`config.mk`:
```
export PLATFORM = sky130hd
export DESIGN_NAME = fat_short_name_formatter_core
export DESIGN_NICKNAME = d
export VERILOG_FILES = /design/src/fns_pkg.sv /design/src/fns_front.sv /design/src/fns_queue.sv /design/src/fns_back.sv /design/src/fat_short_name_formatter_core.sv
export SDC_FILE = /design/constraint.sdc
export NUM_CORES = 1
export LEC_CHECK = 0
export BUFFER_PORTS_ARGS = -buffer_cell sky130_fd_sc_hd__buf_2
export CAP_MARGIN = 25
export CORE_AREA = 2 2 190 192
export DETAILED_ROUTE_END_ITERATION = 12
export DIE_AREA = 0 0 192 194
export SYNTH_ARGS = -nofsm -noshare
export SYNTH_HDL_FRONTEND = slang
export SYNTH_HIERARCHICAL = 1
export SYNTH_SLANG_ARGS = --single-unit
```
`constraint.sdc`:
```
create_clock -name clk -period 5.19 [get_ports clk]
set_clock_uncertainty 0.1 [all_clocks]
set_input_delay 0.2595 -clock clk [delete_from_list [all_inputs] [get_ports clk]]
set_output_delay 0.2595 -clock clk [all_outputs]
set_load 0.03 [all_outputs]
```
`src/fns_pkg.sv`:
```
`timescale 1ns / 1ps
// ----------------------------------------------------------------------------
// fns_pkg: shared types and constants for the short name formatter
// Holds the queue entry layout, character codes and the case helper.
// ----------------------------------------------------------------------------
package fns_pkg;

	// layout of the padded short name
	localparam int BASE_LEN = 8;
	localparam int EXT_LEN  = 3;

	// case flag bit positions
	localparam int FLAG_BASE_LOWER_BIT = 3;
	localparam int FLAG_EXT_LOWER_BIT  = 4;

	// character codes
	localparam logic [7:0] CHAR_NUL    = 8'h00;
	localparam logic [7:0] CHAR_SPACE  = 8'h20;
	localparam logic [7:0] CHAR_PERIOD = 8'h2E;
	localparam logic [7:0] CHAR_UPPER_A = 8'h41;
	localparam logic [7:0] CHAR_UPPER_Z = 8'h5A;
	localparam logic [7:0] CASE_OFFSET  = 8'h20;

	// queue between classifier and sequencer
	localparam int QUEUE_DEPTH = 2;
	localparam int QPTR_W      = $clog2(QUEUE_DEPTH);
	localparam int QCNT_W      = $clog2(QUEUE_DEPTH + 1);

	// width of a name position (up to twelve characters)
	localparam int POS_W = 4;

	typedef struct packed {
		logic [BASE_LEN-1:0][7:0] base_chars;
		logic [EXT_LEN-1:0][7:0]  ext_chars;
		logic [POS_W-1:0]         base_len;
		logic [POS_W-1:0]         name_len;
	} entry_t;

	function automatic logic is_blank(input logic [7:0] c);
		return (c == CHAR_SPACE) || (c == CHAR_NUL);
	endfunction

	function automatic logic [7:0] lower_ascii(input logic [7:0] c);
		if (c >= CHAR_UPPER_A && c <= CHAR_UPPER_Z) begin
			return c + CASE_OFFSET;
		end
		return c;
	endfunction

endpackage

```
`src/fns_front.sv`:
```
`timescale 1ns / 1ps
// ----------------------------------------------------------------------------
// fns_front: entry classifier
// Finds base and extension lengths, applies lower case and clips the
// name length to the room, producing one queue entry per accepted beat.
// ----------------------------------------------------------------------------
module fns_front (
	input  logic [63:0]          base_bytes,
	input  logic [23:0]          ext_bytes,
	input  logic [7:0]           case_flags,
	input  logic [4:0]           buffer_room,
	output logic                 has_room,
	output fns_pkg::entry_t      entry
);

	logic                           base_low;
	logic                           ext_low;
	logic [fns_pkg::POS_W-1:0]      base_len;
	logic [1:0]                     ext_len;
	logic [fns_pkg::POS_W-1:0]      total_len;
	logic [4:0]                     room_m1;

	assign base_low = case_flags[fns_pkg::FLAG_BASE_LOWER_BIT];
	assign ext_low  = case_flags[fns_pkg::FLAG_EXT_LOWER_BIT];
	assign has_room = (buffer_room != 5'd0);
	assign room_m1  = buffer_room - 5'd1;

	// base ends at first blank byte
	always_comb begin
		base_len = fns_pkg::POS_W'(fns_pkg::BASE_LEN);
		for (int i = fns_pkg::BASE_LEN - 1; i >= 0; i--) begin
			if (fns_pkg::is_blank(base_bytes[8*i +: 8])) begin
				base_len = fns_pkg::POS_W'(i);
			end
		end
	end

	// extension ends at first blank byte; zero length means no period
	always_comb begin
		ext_len = 2'd3;
		for (int i = fns_pkg::EXT_LEN - 1; i >= 0; i--) begin
			if (fns_pkg::is_blank(ext_bytes[8*i +: 8])) begin
				ext_len = 2'(i);
			end
		end
	end

	// total length, with the period when there is an extension; clipped to room minus one at assembly
	always_comb begin
		total_len = base_len;
		if (ext_len != 2'd0) begin
			total_len = base_len + fns_pkg::POS_W'(ext_len) + fns_pkg::POS_W'(1);
		end
	end

	// case conversion and entry assembly
	always_comb begin
		for (int i = 0; i < fns_pkg::BASE_LEN; i++) begin
			entry.base_chars[i] = base_low ? fns_pkg::lower_ascii(base_bytes[8*i +: 8])
			                               : base_bytes[8*i +: 8];
		end
		for (int i = 0; i < fns_pkg::EXT_LEN; i++) begin
			entry.ext_chars[i] = ext_low ? fns_pkg::lower_ascii(ext_bytes[8*i +: 8])
			                             : ext_bytes[8*i +: 8];
		end
		entry.base_len = base_len;
		if ({1'b0, total_len} > room_m1) begin
			entry.name_len = room_m1[fns_pkg::POS_W-1:0];
		end else begin
			entry.name_len = total_len;
		end
	end

endmodule

```
`src/fns_queue.sv`:
```
`timescale 1ns / 1ps
// ----------------------------------------------------------------------------
// fns_queue: short entry queue
// Small register queue that decouples the classifier from the sequencer.
// ----------------------------------------------------------------------------
module fns_queue (
	input  logic                clk,
	input  logic                arst_n,
	input  logic                push,
	input  fns_pkg::entry_t     push_entry,
	input  logic                pop,
	output logic                full,
	output logic                empty,
	output fns_pkg::entry_t     head
);

	fns_pkg::entry_t                   slots_q [fns_pkg::QUEUE_DEPTH];
	logic [fns_pkg::QPTR_W-1:0]        wr_ptr_q;
	logic [fns_pkg::QPTR_W-1:0]        rd_ptr_q;
	logic [fns_pkg::QCNT_W-1:0]        count_q;

	assign full  = (count_q == fns_pkg::QCNT_W'(fns_pkg::QUEUE_DEPTH));
	assign empty = (count_q == '0);
	assign head  = slots_q[rd_ptr_q];

	// entry storage
	always_ff @(posedge clk) begin
		if (push) begin
			slots_q[wr_ptr_q] <= push_entry;
		end
	end

	// pointers and fill count
	always_ff @(posedge clk or negedge arst_n) begin
		if (!arst_n) begin
			wr_ptr_q <= '0;
			rd_ptr_q <= '0;
			count_q  <= '0;
		end else begin
			if (push) begin
				wr_ptr_q <= (wr_ptr_q == fns_pkg::QPTR_W'(fns_pkg::QUEUE_DEPTH - 1)) ?
				            '0 : wr_ptr_q + fns_pkg::QPTR_W'(1);
			end
			if (pop) begin
				rd_ptr_q <= (rd_ptr_q == fns_pkg::QPTR_W'(fns_pkg::QUEUE_DEPTH - 1)) ?
				            '0 : rd_ptr_q + fns_pkg::QPTR_W'(1);
			end
			if (push && !pop) begin
				count_q <= count_q + fns_pkg::QCNT_W'(1);
			end else if (pop && !push) begin
				count_q <= count_q - fns_pkg::QCNT_W'(1);
			end
		end
	end

`ifndef NO_ASSERTIONS
	// no write into a full queue
	assert property (@(posedge clk) disable iff (!arst_n) full |-> !push)
		else $error("fns_queue: push while full");
	// no read from an empty queue
	assert property (@(posedge clk) disable iff (!arst_n) empty |-> !pop)
		else $error("fns_queue: pop while empty");
	// fill count follows a push without a pop
	assert property (@(posedge clk) disable iff (!arst_n)
		(push && !pop) |=> (count_q == $past(count_q) + fns_pkg::QCNT_W'(1)))
		else $error("fns_queue: count did not follow push");
`endif

endmodule

```
`src/fns_back.sv`:
```
`timescale 1ns / 1ps
// ----------------------------------------------------------------------------
// fns_back: character sequencer
// Walks the head entry one character per cycle while not empty: base, period,
// extension up to the name length, then the zero terminator, popping with it.
// ----------------------------------------------------------------------------
module fns_back (
	input  logic                clk,
	input  logic                arst_n,
	input  logic                empty,
	input  fns_pkg::entry_t     head,
	output logic                pop,
	output logic                valid,
	output logic [7:0]          out_char,
	output logic                is_last
);

	logic [fns_pkg::POS_W-1:0]  pos_q;
	logic [1:0]                 ext_off;
	logic                       at_end;
	logic [7:0]                 cur_char;
	logic                       valid_q;
	logic                       is_last_q;
	logic [7:0]                 char_q;

	assign at_end  = (pos_q == head.name_len);
	assign pop     = !empty && at_end;
	assign ext_off = 2'(pos_q - head.base_len - fns_pkg::POS_W'(1));

	// character select for the current position
	always_comb begin
		priority if (at_end) begin
			cur_char = fns_pkg::CHAR_NUL;
		end else if (pos_q < head.base_len) begin
			cur_char = head.base_chars[pos_q[2:0]];
		end else if (pos_q == head.base_len) begin
			cur_char = fns_pkg::CHAR_PERIOD;
		end else begin
			cur_char = head.ext_chars[ext_off];
		end
	end

	// position counter
	always_ff @(posedge clk or negedge arst_n) begin
		if (!arst_n) begin
			pos_q <= '0;
		end else if (!empty) begin
			pos_q <= at_end ? '0 : pos_q + fns_pkg::POS_W'(1);
		end
	end

	// output register, one beat per cycle while the queue is not empty
	always_ff @(posedge clk or negedge arst_n) begin
		if (!arst_n) begin
			valid_q   <= 1'b0;
			is_last_q <= 1'b0;
		end else begin
			valid_q   <= !empty;
			is_last_q <= pop;
		end
	end

	always_ff @(posedge clk) begin
		char_q <= cur_char;
	end

	assign valid    = valid_q;
	assign out_char = char_q;
	assign is_last  = is_last_q;

`ifndef NO_ASSERTIONS
	// terminator only marks a real beat
	assert property (@(posedge clk) disable iff (!arst_n) is_last |-> valid)
		else $error("fns_back: last mark without beat");
	// terminator carries zero
	assert property (@(posedge clk) disable iff (!arst_n)
		(valid && is_last) |-> (out_char == fns_pkg::CHAR_NUL))
		else $error("fns_back: terminator not zero");
	// position never runs past the name
	assert property (@(posedge clk) disable iff (!arst_n) !empty |-> (pos_q <= head.name_len))
		else $error("fns_back: position past name length");
`endif

endmodule

```
`src/fat_short_name_formatter_core.sv`:
```
`timescale 1ns / 1ps
// ----------------------------------------------------------------------------
// fat_short_name_formatter_core: FAT 8.3 short name to string
// Turns a padded directory entry name into its printable characters.
// ----------------------------------------------------------------------------
// An entry is taken when start is high and busy is low; the classifier
// works it out in that cycle and places it in a two-entry queue, and busy
// is high only while that queue is full. The output sequencer sends one
// character per cycle, so an entry gives its clipped name length plus one
// beats at the output (1 to 13), the last beat being a zero with is_last
// set; a buffer_room of zero is accepted and produces no beats. Beats are
// marked by valid for one cycle each and must be taken as they come, and
// the first beat of an entry passes from the queue through the sequencer's
// output register to the outputs when the sequencer is free.
module fat_short_name_formatter_core (
	input  logic        clk,
	input  logic        arst_n,
	input  logic        start,
	output logic        busy,
	input  logic [63:0] base_bytes,
	input  logic [23:0] ext_bytes,
	input  logic [7:0]  case_flags,
	input  logic [4:0]  buffer_room,
	output logic        valid,
	output logic [7:0]  out_char,
	output logic        is_last
);

	fns_pkg::entry_t    new_entry;
	fns_pkg::entry_t    head;
	logic               has_room;
	logic               push;
	logic               pop;
	logic               full;
	logic               empty;

	// classify the incoming beat
	fns_front u_front (
		.base_bytes  (base_bytes),
		.ext_bytes   (ext_bytes),
		.case_flags  (case_flags),
		.buffer_room (buffer_room),
		.has_room    (has_room),
		.entry       (new_entry)
	);

	assign busy = full;
	assign push = start && !full && has_room;

	// decoupling queue
	fns_queue u_queue (
		.clk        (clk),
		.arst_n     (arst_n),
		.push       (push),
		.push_entry (new_entry),
		.pop        (pop),
		.full       (full),
		.empty      (empty),
		.head       (head)
	);

	// character sequencer
	fns_back u_back (
		.clk      (clk),
		.arst_n   (arst_n),
		.empty    (empty),
		.head     (head),
		.pop      (pop),
		.valid    (valid),
		.out_char (out_char),
		.is_last  (is_last)
	);

endmodule
```
# Word-level counts from Yosys, hierarchy flattened
# Memories as Yosys holds them, arrays and structs flattened.
# Cells that the tools add are included.
# totals
mem_bits_ro,0
regBits,18
inputBits,104
mem_count,1
wordCells,185
mem_bits_rw,192
latchBits,0
# classes
div_mod_pow,0
bitwise,0
eq_ne,14
n_reduce_logical,46
multipliers,0
muxes,70
n_lt_le_gt_ge,26
n_shift,0
n_addsub,21
# memory_table
name,depth,width,read_ports,rd_ports_with_merged_regs,write_ports,line,rtl
u_queue.slots_q,2,96,1,0,1,fns_queue.sv:17,fns_pkg::entry_t slots_q [fns_pkg::QUEUE_DEPTH];
# op_table
op,n
$mux 8,37
$add 8x6->8 const B,11
$eq 8x6->1 const B,11
$ge 8x7->1 const B,11
$le 8x7->1 const B,11
$logic_not 8->1,11
$mux 4,11
$bmux 8 s3,1
$bmux 8 s2,1
$logic_and 1x1->1,16
$mux 1,16
$logic_or 1x1->1,11
$add 4x1->4 const B,2
$eq 4x4->1,2
$mux 2,4
$gt 4x5->1,1
$reduce_bool 5->1,1
$sub 5x1->5 const B,1
$add 4x2->4,1
$logic_not 1->1,4
$lt 3x4->1 const B,1
$lt 4x4->1,1
$reduce_bool 2->1,2
$sub 2x1->2 const B,2
other kinds (6),7

# Longest topological paths before layout
# depth
depth_word,15
ltp_mapped,16
depth_no_buf,16

# Cells and area by module
# The synthesis kept the hierarchy.
# by_module_without_submodules
module,n_inst,cells_per_inst,seq_area_each_um2,area_each_um2
fns_queue,1,315,5865.6,7231.9
fns_front,1,260,0.0,1780.5
fns_back,1,127,310.3,1378.8
fat_short_name_formatter_core,1,1,0.0,8.8

# Worst setup path before layout
# Ideal clock, no wire load.
# synth_timing
path_type,register to register
from,reg u_queue/count_q[1] in the netlist's numbering
to,mem u_queue/slots_q[0][0] in the netlist's numbering (enable)
n_path_buf,0
required_ns,4.527
t_arrival_ns,5.177
path_slack_ns,-0.650
setup_ns,0.563
path_stages_with_launch,4
path_cell_list,dfrtp_1 nor2b_1 and3b_1 nor2b_1
# synth_between
elab_chain_cells,6
# synth_lines
element,line,rtl
start: declaration,fns_queue.sv:20,logic [fns_pkg::QCNT_W-1:0] count_q;
start signal: assignment,fns_queue.sv:49,count_q <= count_q + fns_pkg::QCNT_W'(1);
start signal: assignment,fns_queue.sv:51,count_q <= count_q - fns_pkg::QCNT_W'(1);
$eq 2x2->1,fns_queue.sv:22,assign full = (count_q == fns_pkg::QCNT_W'(fns_pkg::QUEUE_DEPTH));
via busy,fat_short_name_formatter_core.sv:19,"output logic busy,"
$logic_not 1->1,fat_short_name_formatter_core.sv:48,assign push = start && !full && has_room;
$logic_and 1x1->1 (2 in series),fat_short_name_formatter_core.sv:48,
via push,fat_short_name_formatter_core.sv:32,logic push;
$mux 1,fns_queue.sv:28,if (push) begin
$mux 1 (not written as such),fns_queue.sv:29,slots_q[wr_ptr_q] <= push_entry;
end: declaration,fns_queue.sv:17,
# The timed path passes the listed nets, and every way through them passes these cells.

==> results.cfg <==
[die]
die_w_um = 192
core_um2 = 35220
start_util = 0.2953
io_pins = 115
die_area_um2 = 37250
die_h_um = 194
placementRows = 69

[grt]
grt.busiest_layer = met2
gr-usage-met1 = 0.1619
met2_usage = 0.2012
grt.overflow.total = 0
use_met3 = 0.01828
antenna_found_initial = 0
grt_usage = 0.1198
grt_pass1_vias = 6072
grt_max_degree = 97
grt_pass1_wl_um = 34090

[timing]
rsz0062_at_grt = no
fmax_ghz = 0.2111
worst_slew_pin_slew_ns = 0.9060
slew_viol_final = 0
final_hold_viol_count = 0
setup_viol = 0
fin_crit_ns = 4.737
hold_ws_ns = 0.01752
relSlewSlack = 0.3881
period_share = 0.9127
fin_tns_setup_ns = 0

[placed_design]
dp_hpwl_um = 15380
placedCellCount = 1204
portBuffers = 108
routabilityCongestion = 0.8076

[route]
drt-wirelength-per-cell_um = 17.43
drc = 0
drt_wl_total_um = 22910
drtIter0Drc = 502
drt_pass1_iterations = 4
via_per_inst = 4.610
ant_nets = 0
vias = 6058

[synth]
syn_area_um2 = 10400
synthTopCellsByCount = 192 x edfxtp_1, 76 x mux2_2, 57 x buf_4
synth_top_area_cell = edfxtp_1
ys_async_sr_fraction = 0.04762
seq_area_frac_synth = 0.5938
synthFlopType = edfxtp_1
postSynthAreaPerCell_um2 = 14.79
synth_cells = 703
synth.area.top_cells = edfxtp_1 55%, mux2_2 8.2%, mux2_4 4.6%
mappedNetlistNets = 834
synth_top_area_share = 0.5544
synth_seq_cells = 210
yosysMostFrequentCell = edfxtp_1
synth_edf_count = 192
synth_cell_types = 56
synth_warnings = 6

[clocking]
numCtsBuffers = 23
clk_pin_slew_worst_paths_ns = 0.06
cts-htree-levels = 1
cts_tree = done
clkLatencyLatePin_ns = 0.50
post_cts_buffers = 0
root_buffer = clkbuf_16
cts_sinks = 210
cts_buffer_depth = 3

[setup_path]
worstPathMaxFanout = 4
critPathRequiredTime_ns = 5.34
start_kind = input port
arrival_ns = 4.88
worstSetupPathType = input port to flop
end_kind = flop

[power]
p_total_mw = 6.333
power.density_nw_per_um2 = 509.7
vdd_ir_drop_max_uv = 302.7
p_leak_nw = 4.655

[final_layout]
final_nets = 968
diodes = 0
final_cells = 1314
area_growth_pct = 19.45
drive_above_1_share = 0.3306

[min_path]
hp-class = input port to flop

[status]
status = complete, no violations

[flow_run]
maxCapViolCount = 0
[logic make-up after synthesis]
kind of cell	count (synthesis)	synth area share
compound gates	80	0.05089
fa+ha+maj	27	0.03320
xor+xnor	14	0.01360
simple gates	135	0.06761
flops	210	0.5938
mux	137	0.1785
buf+inv	100	0.06232
[timing repair]
action	CTS	global route
hold endpoints to repair	146	0
resized for setup	0	0
hold buffers	69	0
[cell usage in the layout, fill, tap and decap left out, types with 6 or more instances in the layout]
cell type	instances
edfxtp_1	192
buf_2	108
mux2_2	76
dlygate4sd3_1	69
mux2_4	32
nand2_1	28
nor2_1	27
ha_1	26
inv_1	24
clkbuf_16	23
o21ai_0	17
a21oi_1	16
nand3_1	15
nor3_1	15
a21o_1	14
mux2i_1	13
xor2_1	10
dfrtp_1	9
nor4_1	9
clkinv_2	8
mux4_2	8
mux4_1	8
dfxtp_1	8
buf_4	7
or2_2	7
nand2b_1	6
or4_1	6
[report_power, final]
part | internal [mW] | leakage, nW | total [mW] | switching, mW
combinational | 1.07 | 2.35 | 2.33 | 1.25
clock | 0.858 | 0.339 | 1.50 | 0.641
sequential | 2.33 | 1.97 | 2.51 | 0.177
total | 4.26 | 4.65 | 6.33 | 2.07
[routing by layer]
layer / routed length (um) / share of wire
met3: 1016 / 0.044
met1: 10620 / 0.46
met4: 476 / 0.021
met2: 10800 / 0.47
met5: 0 / 0
[final timing paths]
| check | endpoint | depth (start not counted) | slack [ns] | from |
|---|---|---|---|---|
| setup / recovery | u_queue/slots_q[1][1]$_DFFE_PP_ | 16 | 0.45 | base_bytes[59] |
| hold / removal | u_queue/slots_q[0][69]$_DFFE_PP_ | 2 | 0.02 | base_bytes[37] |
| setup reg to reg | u_back/out_char[5]$_SDFF_PN0_ | 8 | 2.08 | u_queue/rd_ptr_q$_DFFE_PN0P_ |
| hold reg to reg | u_queue/count_q[1]$_DFFE_PN0P_ | 1 | 0.39 | u_queue/count_q[1]$_DFFE_PN0P_ |
| max in group asynchronous | u_queue/rd_ptr_q$_DFFE_PN0P_ | 2 | 4.70 | arst_n |
| min in group asynchronous | u_back/is_last$_DFF_PN0_ | 2 | 0.07 | arst_n |
[flip-flops by register name (all words and copies together), names as in the netlist]
name	count
u_back/is_last	1
u_back/out_char	8
u_back/pos_q	4
u_back/valid	1
u_queue/count_q	2
u_queue/rd_ptr_q	1
u_queue/slots_q	192
u_queue/wr_ptr_q	1
[worst max-delay path, cell delays in order]
cell	delay, ns
dlygate4sd3_1	0.53
buf_2	0.14
or4_1	0.56
nor4_1	0.57
a21oi_1	0.21
nor4_1	0.30
nor2_1	0.13
ha_1	0.21
inv_1	0.08
fa_1	0.41
mux2_4	0.29
ha_1	0.30
a21oi_1	0.07
o21ai_0	0.24
nand3_1	0.24
mux2_4	0.35
[stage by stage]
step           cell area, um2    util  worst slack [ns]
2_1_floorplan           10400       -             1.187
3_3_place_gp            11050  0.3136            0.5677
3_5_place_dp            11050  0.3136            0.4441
4_1_cts                 12420  0.3527            0.4351
5_1_grt                 12420  0.3527           0.07650
6_report                12420  0.3527            0.4531
[area by class of cell]
cell class	instances	area [um2]
clock buffers	25	583.1
clock inverters	16	103.9
fillers	3400	22800
inverters	24	90.09
multi-input cells	393	3586
flip-flops and latches	210	6180
well taps	461	576.8
repair buffers	185	1304
(Power assumes the default switching activity.)
